`config.mk`:
```
export PLATFORM = sky130hd
export DESIGN_NAME = pfi_div
export DESIGN_NICKNAME = d
export VERILOG_FILES = /design/src/design/pfi_div.sv
export SDC_FILE = /design/constraint.sdc
export NUM_CORES = 1
export LEC_CHECK = 0
export BUFFER_PORTS_ARGS = -buffer_cell sky130_fd_sc_hd__buf_2
export CAP_MARGIN = 20
export CORE_MARGIN = 5
export CORE_UTILIZATION = 40
export DETAILED_ROUTE_END_ITERATION = 10
export HOLD_SLACK_MARGIN = 0.03
export PLACE_DENSITY_LB_ADDON = 0.2
export SYNTH_ARGS = -nofsm -noshare
export SYNTH_HDL_FRONTEND = slang
export SYNTH_SLANG_ARGS = --single-unit
```
`constraint.sdc`:
```
create_clock -name clk -period 4.27 [get_ports clk]
set_clock_uncertainty 0.1 [all_clocks]
set_input_delay 0.6405 -clock clk [delete_from_list [all_inputs] [get_ports clk]]
set_output_delay 0.6405 -clock clk [all_outputs]
set_load 0.05 [all_outputs]
```
`src/design/pfi_div.sv`:
```
// Pipelined signed divider of a 17-bit dividend by an 8-bit divisor, restoring,
// one quotient bit per stage; truncates toward zero. No dependencies.
`timescale 1ns / 1ps
module pfi_div #(
  parameter int NumW = 17
) (
  input  logic                    clk,
  input  logic signed [NumW-1:0]  num,
  input  logic [7:0]              den,
  output logic signed [NumW-1:0]  quot
);
  localparam int MagW = NumW - 1;
  logic [MagW-1:0] rem [0:MagW];
  logic [MagW-1:0] qv  [0:MagW];
  logic [MagW-1:0] mag [0:MagW];
  logic [7:0]      dv  [0:MagW];
  logic            neg [0:MagW];

  always_comb begin
    rem[0] = '0;
    qv[0] = '0;
    mag[0] = num[NumW-1] ? MagW'(-num) : num[MagW-1:0];
    dv[0] = den;
    neg[0] = num[NumW-1];
  end

  for (genvar i = 0; i < MagW; i++) begin : g_stage
    logic [MagW:0] trial;
    logic [MagW-1:0] r_next;
    always_comb begin
      r_next = {rem[i][MagW-2:0], mag[i][MagW-1-i]};
      trial = {1'b0, r_next} - {{(MagW-7){1'b0}}, dv[i]};
    end
    always_ff @(posedge clk) begin
      rem[i+1] <= trial[MagW] ? r_next : trial[MagW-1:0];
      qv[i+1] <= qv[i] | (trial[MagW] ? '0 : (MagW'(1) << (MagW-1-i)));
      mag[i+1] <= mag[i];
      dv[i+1] <= dv[i];
      neg[i+1] <= neg[i];
    end
  end

  assign quot = neg[MagW] ? -$signed({1'b0, qv[MagW]}) : $signed({1'b0, qv[MagW]});
endmodule

```
==> impl_metrics.env, run 1 <==
export IMPL_status="completed"
export IMPL_endpoint_kind="output pin"
export IMPL_firstDrtPassIters=5
export IMPL_hpwl_um=26900
export IMPL_arrival_ns=2.61
export IMPL_min_path_type="in2reg"
export IMPL_synth_yosys_seq_area_share=0.567
export IMPL_vias=13800
export IMPL_hold_viol_final=0
export IMPL_drc=0
export IMPL_yosys_top_cells_area="dfxtp_1 (57%), ha_1 (7.1%), xnor2_1 (3.3%), inv_1 (3.0%), o21ai_0 (2.8%)"
export IMPL_synthTopCellsByCount="dfxtp_1 (611), inv_1 (174), nor2_1 (133)"
export IMPL_crit_type="reg2out"
export IMPL_grt_max_degree=20
export IMPL_maxCapViolCount=0
export IMPL_fin_area_um2=25000
export IMPL_htreeDepth=2
export IMPL_wirelength_um=36600
export IMPL_antenna_found_initial=1
export IMPL_ios=43
export IMPL_first_iter_violations=660
export IMPL_path_max_fanout=3
export IMPL_grt_pass1_vias=13500
export IMPL_cts_made_buffers=61
export IMPL_drive_above_1_share=0.0987
export IMPL_reg2reg_to="g_stage[4].r_next[5]"
export IMPL_pwr_share_clk=0.314
export IMPL_synthCells=2036
export IMPL_place_area_um2=22600
export IMPL_io_buffers=42
export IMPL_cts_tree="done"
export IMPL_power_frac_comb=0.266
export IMPL_nets=2299
export IMPL_numClockSinks=611
export IMPL_setup_worst_path_end="quot[13]"
export IMPL_row_count=85
export IMPL_max_slew_margin=0.511
export IMPL_finalSetupViolCount=0
export IMPL_totalPowerFinal_mw=18.3
export IMPL_internal_power_mw=12.8
export IMPL_async_reset_ff_frac=0
export IMPL_gr_usage_all_layers=0.124
export IMPL_place_ws_ns=0.849
export IMPL_synth_area_um2=21600
export IMPL_final_setup_worst_slack_ns=0.919
export IMPL_fin_cells=2885
export IMPL_vias_per_cell=4.80
export IMPL_die_area_um2=58700
export IMPL_ys_ff_latch=611
export IMPL_initial_core_util=0.403
export IMPL_rsz0062_at_grt="false"
export IMPL_worst_pin_slew_ns=0.724
export IMPL_p_leak_nw=10.8
export IMPL_gp_congestion=0.804
export IMPL_dp_cells=2760
export IMPL_synth_top_area_cell="dfxtp_1"
export IMPL_required_ns=3.53
export IMPL_root_buffer="clkbuf_16"
export IMPL_die_h_um=242
export IMPL_period_minus_slack_ns=3.35
export IMPL_r2r_slack_ns=1.04
export IMPL_ys_warn_count=0
export IMPL_avgSynthCellArea_um2=10.6
export IMPL_nFillCells=4987
export IMPL_synth_top_area_frac=0.567
export IMPL_grt_overflow_total=0
export IMPL_fmax_ghz=0.298
export IMPL_synth_cell_types=64
export IMPL_crit_path_start_kind="register"
export IMPL_post_cts_repair_setup_buffers=0
export IMPL_tns_ns=0
export IMPL_core_area_um2=53600
export IMPL_powerDensity_nw_per_um2=732
export IMPL_crit_slowest_cell="or4_1"
export IMPL_period_share=0.785
export IMPL_path_cells="or4_1 -> or3_1 -> o41ai_1 -> xnor2_1 -> buf_2"
export IMPL_grt_pass1_wl_um=63200
export IMPL_ir_drop_mv=0.407
export IMPL_maxSlewViolCount=0
export IMPL_cts_clk_slew_worst_paths_ns=0.06
export IMPL_die_w_um=242
export IMPL_slowest_delay_ns=0.55
export IMPL_ant_nets=0
export IMPL_r2r_start="dv[106]"
export IMPL_yosysMostFrequentCell="dfxtp_1"
export IMPL_p_seq_frac=0.420
export IMPL_startpoint="qv[7]"
export IMPL_wl_per_cell_um=12.7
export IMPL_sw_frac_of_total=0.299
export IMPL_reg2reg_depth=7
export IMPL_synth_edf_count=0
export IMPL_synth_main_ff_cell="dfxtp_1"
export IMPL_cts_buffer_depth=3
export IMPL_p_switching_mw=5.47
export IMPL_syn2layout_area_growth_pct=15.7
export IMPL_clk_latency_ns=0.60
-- repair_timing --
| item | in CTS | in global routing |
|---|---|---|
| hold buffers | 9 | 0 |
| endpoints found under the hold margin | 9 | 0 |
| gates resized for setup | 0 | 0 |
-- per-layer routing --
metal,up-vias,share of wire,track usage
li1,7184,-,-
met1,6348,0.48,0.166
met2,245,0.45,0.201
met3,69,0.046,0.0253
met4,0,0.026,0.0438
met5,-,0,0
-- how the worst min path moves through the flow --
stage	slack (ns)	start	cells after the start	endpoint
3_3_place_gp	0.21	mag[193]	0	mag[177]
2_1_floorplan	0.21	mag[117]	0	g_stage[10].r_next[0]
3_5_place_dp	0.21	mag[100]	0	g_stage[11].r_next[0]
5_1_grt	0.11	num[5]	2	mag[245]
4_1_cts	0.09	num[5]	2	mag[245]
6_report	0.15	num[5]	2	mag[245]
-- layout by cell type (no fill, tap or decap), drive strengths merged, types with 14 or more instances in the layout --
cell	n
o41ai	14
o21ai	121
nor3	52
fa	14
nor2	133
xor2	58
o31ai	26
clkbuf	88
nand3	27
ha	123
mux2	32
a21o	24
a21oi	104
buf	49
dfxtp	611
nand2	122
nor4	22
inv	176
nor2b	31
or3	20
xnor2	81
nand2b	26
o21a	37
-- cell type report --
cell class | count | area (µm²) | area share
clock inverter | 27 | 433 | 0.0173
inverter | 174 | 653 | 0.0261
tap | 696 | 871 | 0.0349
clock buffer | 88 | 1820 | 0.0729
timing repair buffer | 58 | 353 | 0.0141
sequential | 611 | 12200 | 0.490
multi-input combinational | 1230 | 8620 | 0.345
antenna | 1 | 2.50 | 0.000100
-- kinds of logic after synthesis --
family | count (synthesis) | synth area share
flops | 611 | 0.567
simple gates | 491 | 0.113
other cells | 1 | 0.000174
mux | 45 | 0.0227
buf+inv | 198 | 0.0347
compound gates | 414 | 0.122
fa+ha+maj | 137 | 0.0843
xor+xnor | 139 | 0.0564
-- metrics by stage --
| step | hold WS, ns | utilization |
|---|---|---|
| floorplan | 0.210 | - |
| global placement | 0.210 | 0.422 |
| detailed placement | 0.212 | 0.422 |
| CTS | 0.0937 | 0.466 |
| global route | 0.107 | 0.466 |
| finish | 0.154 | 0.466 |
-- state kept, by name, indices dropped and copies added, names as in the netlist --
register / flops
g_stage.r_next: 234
qv: 136
dv: 120
mag: 105
neg: 16
-- power groups by stage --
stage	clock network (mW)	logic [mW]	registers (mW)
global placement	0	4.69	7.80
floorplan	0	3.94	7.56
finish	5.75	4.87	7.68
detailed placement	0	4.82	7.81
global route	6.22	5.50	7.84
CTS	5.96	4.87	7.69
-- critical path, delay by kind of cell (launching register included) --
kind,cells,cell delay [ns]
and+or+nand+nor,2,0.93
AOI/OAI and AO/OA,1,0.34
DFF,1,0.33
buffers and inverters,1,0.28
xor gates and xnor gates,1,0.16
No activity file was read; power rests on OpenSTA's default activity.
==> run 2: changes to the inputs <==
- ABC_AREA: unset -> 1
- clock period: 4.27 -> 3.1 ns (I/O delays scaled with it)
==> impl_metrics.env, run 2 <==
export IMPL_synth_yosys_seq_area_share=0.498
export IMPL_synth_cell_types=41
export IMPL_dr_wl_met3_um=3920
export IMPL_max_slew_margin=0.596
export IMPL_status="completed"
export IMPL_avgSynthCellArea_um2=8.12
export IMPL_cts_made_buffers=66
export IMPL_powerDensity_nw_per_um2=969
export IMPL_vias_per_cell=4.60
export IMPL_finalSetupViolCount=0
export IMPL_wl_per_cell_um=12.7
export IMPL_hpwl_um=39900
export IMPL_startpoint="qv[1]"
export IMPL_tns_ns=0
export IMPL_path_max_fanout=4
export IMPL_min_path_type="in2reg"
export IMPL_synth_area_um2=24600
export IMPL_route_met2_wl_um=18800
export IMPL_largest_reg_flops=234
export IMPL_wirelength_um=50600
export IMPL_rsz0062_at_grt="false"
export IMPL_reg2reg_depth=10
export IMPL_gp_congestion=0.897
export IMPL_diodes=0
export IMPL_firstDrtPassIters=6
export IMPL_nets=3303
export IMPL_ir_drop_mv=0.362
export IMPL_yosysMostFrequentCell="nand2_1"
export IMPL_io_buffers=42
export IMPL_maxSlewViolCount=0
export IMPL_synthTopCellsByCount="nand2_1 (859), dfxtp_1 (611), inv_1 (490)"
export IMPL_final_common_cell="nand2_1"
export IMPL_multi_input_area_um2=10200
export IMPL_drc=0
export IMPL_final_setup_worst_slack_ns=0.269
export IMPL_async_reset_ff_frac=0
export IMPL_first_iter_violations=1242
export IMPL_setup_worst_path_end="quot[12]"
export IMPL_p_leak_nw=13.7
export IMPL_cts_buffer_depth=3
export IMPL_grt_pass1_vias=17300
export IMPL_crit_type="reg2out"
export IMPL_die_w_um=258
export IMPL_drive_above_1_share=0.0950
export IMPL_worst_pin_slew_ns=0.599
export IMPL_vias=18300
export IMPL_grt_max_degree=19
export IMPL_die_h_um=258
export IMPL_reg2reg_to="g_stage[7].r_next[5]"
export IMPL_htreeDepth=3
export IMPL_cts_tree="done"
export IMPL_synth_edf_count=0
export IMPL_top_layer_used="met4"
export IMPL_syn2layout_area_growth_pct=13.7
export IMPL_layout_common_cells="nand2_1 (859), dfxtp_1 (611), inv_1 (490)"
export IMPL_gr_usage_all_layers=0.153
export IMPL_ys_warn_count=0
export IMPL_arrival_ns=2.27
export IMPL_endpoint_kind="output pin"
export IMPL_wl_met1_um=26900
export IMPL_grt_overflow_total=0
export IMPL_antenna_found_initial=1
export IMPL_hold_viol_final=0
export IMPL_row_count=90
export IMPL_ys_ff_latch=611
export IMPL_r2r_start="dv[80]"
export IMPL_root_buffer="clkbuf_16"
export IMPL_required_ns=2.53
export IMPL_place_ws_ns=0.439
export IMPL_synth_top_area_cell="dfxtp_1"
export IMPL_numClockSinks=611
export IMPL_clk_latency_ns=0.60
export IMPL_cts_clk_slew_worst_paths_ns=0.06
export IMPL_nFillCells=5841
export IMPL_fmax_ghz=0.353
export IMPL_synth_top_area_frac=0.498
export IMPL_core_area_um2=60600
export IMPL_die_area_um2=66500
export IMPL_grt_pass1_wl_um=85200
export IMPL_synthCells=3027
export IMPL_synth_main_ff_cell="dfxtp_1"
export IMPL_maxCapViolCount=0
export IMPL_ios=43
export IMPL_period_minus_slack_ns=2.83
export IMPL_yosys_top_cells_area="dfxtp_1 (50%), nand2_1 (13%), inv_1 (7.5%), ha_1 (6.3%), nand3_1 (4.1%)"
export IMPL_ff_latch_area_um2=12200
export IMPL_initial_core_util=0.406
export IMPL_period_share=0.913
export IMPL_r2r_slack_ns=0.89
export IMPL_crit_path_start_kind="register"
export IMPL_ant_nets=0
[run 2: layout make-up]
class / instances / area share
clock buffers: 91 / 0.0676
clock inverters: 26 / 0.0106
inverters: 507 / 0.0693
multi-input cells: 1892 / 0.365
flip-flops and latches: 611 / 0.438
well taps: 782 / 0.0350
repair buffers: 62 / 0.0147
[run 2: stage by stage]
step / hold slack (ns) / area, µm² / total power [mW] / util / instances
after floorplan: 0.210 / 24600 / 17.1 / - / 3030
after global placement: 0.210 / 25500 / 19.2 / 0.422 / 3834
after detailed placement: 0.212 / 25500 / 19.3 / 0.422 / 3834
after CTS: 0.0440 / 27900 / 27.2 / 0.461 / 3971
after global routing: 0.0707 / 27900 / 29.2 / 0.461 / 3971
final: 0.0904 / 27900 / 27.1 / 0.461 / 3971
[run 2: cell families after synthesis]
kind of cell	count (synthesis)	synth area share
buffers and inverters	527	0.0881
adder cells (fa/ha/maj)	137	0.0740
AND/OR/NAND/NOR	1460	0.261
other	1	0.000153
AO/OA/AOI/OAI	222	0.0549
flip-flops	611	0.498
XOR/XNOR	69	0.0246
[run 2: worst min path at each step]
stage / start / end / slack [ns] / cells after the start
after detailed placement: mag[178] / mag[162] / 0.21 / 0
final: num[11] / mag[251] / 0.09 / 3
after CTS: num[11] / mag[251] / 0.04 / 3
after global routing: num[3] / mag[243] / 0.07 / 3
after floorplan: mag[117] / g_stage[10].r_next[0] / 0.21 / 0
after global placement: mag[240] / mag[224] / 0.21 / 0
[run 2: per-layer routing]
layer	vias up	global-route usage
met2	428	0.206
li1	9605	-
met4	0	0.0470
met1	8145	0.236
met5	-	0
met3	79	0.0429
[run 2: critical path, stage by stage (launching register included)]
cell	delay (ns)
dfxtp_1	0.30
inv_1	0.09
ha_1	0.21
nand3_1	0.09
nor2_1	0.29
nand4_1	0.24
nand2_1	0.11
nand2_1	0.06
nand2_1	0.05
buf_2	0.25
[run 2: repair_timing]
| item | CTS | global route |
|---|---|---|
| resized for setup | 0 | 0 |
| buffers inserted | 0 | 0 |
| hold buffers | 20 | 0 |
| endpoints found under the hold margin | 20 | 0 |
[run 2: report_power, final]
group | total [mW] | internal (mW) | switching, mW | leakage, nW
combinational | 8.83 | 3.24 | 5.58 | 7.58
sequential | 10.5 | 9.49 | 0.994 | 5.11
clock | 7.75 | 4.64 | 3.11 | 1.05
total | 27.1 | 17.4 | 9.69 | 13.7
==> run 3: changes to the inputs <==
- ABC_CLOCK_PERIOD_IN_PS: unset -> 3100
- CORE_UTILIZATION: 40 -> 35
==> impl_metrics.env, run 3 (synthesis gave the netlist of run 2 again) <==
export IMPL_wirelength_um=47600
export IMPL_use_met3=0.0232
export IMPL_ir_drop_mv=0.397
export IMPL_use_met1=0.184
export IMPL_path_max_fanout=14
export IMPL_maxCapViolCount=0
export IMPL_clk_latency_ns=0.58
export IMPL_numClockSinks=611
export IMPL_place_area_um2=25700
export IMPL_grt_max_degree=19
export IMPL_status="completed"
export IMPL_crit_type="reg2out"
export IMPL_r2r_start="g_stage[14].r_next[0]"
export IMPL_root_buffer="clkbuf_16"
export IMPL_cts_clk_slew_worst_paths_ns=0.05
export IMPL_crit_path_start_kind="register"
export IMPL_largest_reg_flops=234
export IMPL_firstDrtPassIters=5
export IMPL_final_setup_worst_slack_ns=0.352
export IMPL_p_leak_nw=13.8
export IMPL_grt_pass1_wl_um=81100
export IMPL_crit_slowest_cell="dfxtp_1"
export IMPL_totalPowerFinal_mw=27.1
export IMPL_powerDensity_nw_per_um2=961
export IMPL_grt_pass1_vias=16700
export IMPL_slowest_delay_ns=0.60
export IMPL_finalSetupViolCount=0
export IMPL_nets=3304
export IMPL_cts_buffer_depth=3
export IMPL_cts_made_buffers=69
export IMPL_htreeDepth=3
export IMPL_endpoint_kind="output pin"
export IMPL_hpwl_um=37000
export IMPL_worst_path_most_repeated_cell="nand2_1"
export IMPL_grt_overflow_total=0
export IMPL_tns_ns=0
export IMPL_startpoint="neg[0]"
export IMPL_worst_pin_slew_ns=0.514
export IMPL_period_minus_slack_ns=2.75
export IMPL_ant_nets=0
export IMPL_rsz0062_at_grt="false"
export IMPL_die_w_um=275
export IMPL_gr_usage_all_layers=0.129
export IMPL_io_buffers=42
export IMPL_crit_family="flip-flops"
export IMPL_initial_core_util=0.352
export IMPL_r2r_slack_ns=0.89
export IMPL_die_area_um2=75600
export IMPL_period_share=0.886
export IMPL_utilization=0.405
export IMPL_vias_per_cell=4.28
export IMPL_max_slew_margin=0.654
export IMPL_final_common_cell="nand2_1"
export IMPL_path_cells="inv_1 -> nor2_1 -> a21oi_2 -> nand2_1 -> nand2_1 -> nand2_1 -> buf_2"
export IMPL_gp_congestion=0.842
export IMPL_die_h_um=275
export IMPL_nFillCells=7096
export IMPL_min_path_type="in2reg"
export IMPL_first_iter_violations=903
export IMPL_maxSlewViolCount=0
export IMPL_drive_above_1_share=0.0962
export IMPL_hp_start="num[3]"
export IMPL_row_count=97
export IMPL_syn2layout_area_growth_pct=14.9
export IMPL_grtUsageMet2=0.194
export IMPL_place_ws_ns=0.423
export IMPL_arrival_ns=2.18
export IMPL_required_ns=2.53
export IMPL_cts_tree="done"
export IMPL_top_usage_layer="met2"
export IMPL_fmax_ghz=0.364
export IMPL_drc=0
export IMPL_path_buf_inv=2
export IMPL_diodes=0
export IMPL_ios=43
export IMPL_wl_per_cell_um=11.5
export IMPL_antenna_found_initial=0
export IMPL_vias=17700
export IMPL_layout_common_cells="nand2_1 (859), dfxtp_1 (611), inv_1 (490)"
export IMPL_hold_viol_final=0
export IMPL_core_area_um2=69800
export IMPL_fin_area_um2=28200
-- run 3: final cells by class --
| cell class | count | area (µm²) | share of cell area |
|---|---|---|---|
| well taps | 940 | 1180 | 0.0417 |
| multi-input cells | 1892 | 10200 | 0.361 |
| clock buffers | 99 | 2050 | 0.0728 |
| flip-flops and latches | 611 | 12200 | 0.433 |
| inverters | 507 | 1940 | 0.0686 |
| repair buffers | 60 | 390 | 0.0138 |
| clock inverters | 22 | 251 | 0.00891 |
-- run 3: power breakdown --
| part | leakage [nW] | internal [mW] | total [mW] | switching [mW] |
|---|---|---|---|---|
| Combinational | 7.58 | 3.24 | 8.59 | 5.35 |
| Sequential | 5.11 | 9.49 | 10.4 | 0.953 |
| Clock | 1.14 | 5.02 | 8.10 | 3.08 |
| Total | 13.8 | 17.7 | 27.1 | 9.39 |
-- run 3: routing by layer --
| layer | wire [µm] | share of wire |
|---|---|---|
| met5 | 0 | 0 |
| met4 | 1390 | 0.029 |
| met3 | 1970 | 0.041 |
| met2 | 19700 | 0.41 |
| met1 | 24500 | 0.52 |
-- run 3: final timing paths --
kind,to,cells after the start
worst max-delay path,quot[13],7
worst min-delay path,mag[243],3
worst min register to register,qv[37],0
worst max register to register,g_stage[15].r_next[1],11
-- run 3: repair_timing --
item | 4_1_cts | 5_1_grt
resized for setup | 0 | 0
endpoints found under the hold margin | 20 | 0
hold buffers | 18 | 0
setup buffers | 0 | 0
-- run 3: worst min-delay path: cells and delay by family --
family / cells / cell delay (ns)
xor gates and xnor gates: 1 / 0.07
buffers and inverters: 2 / 0.17
-- run 3: per-stage QoR --
stage / hold slack [ns] / instances
final: 0.0861 / 4131
after detailed placement: 0.212 / 3992
after floorplan: 0.210 / 3030
after global placement: 0.210 / 3992
after CTS: 0.0311 / 4131
after global routing: 0.0621 / 4131
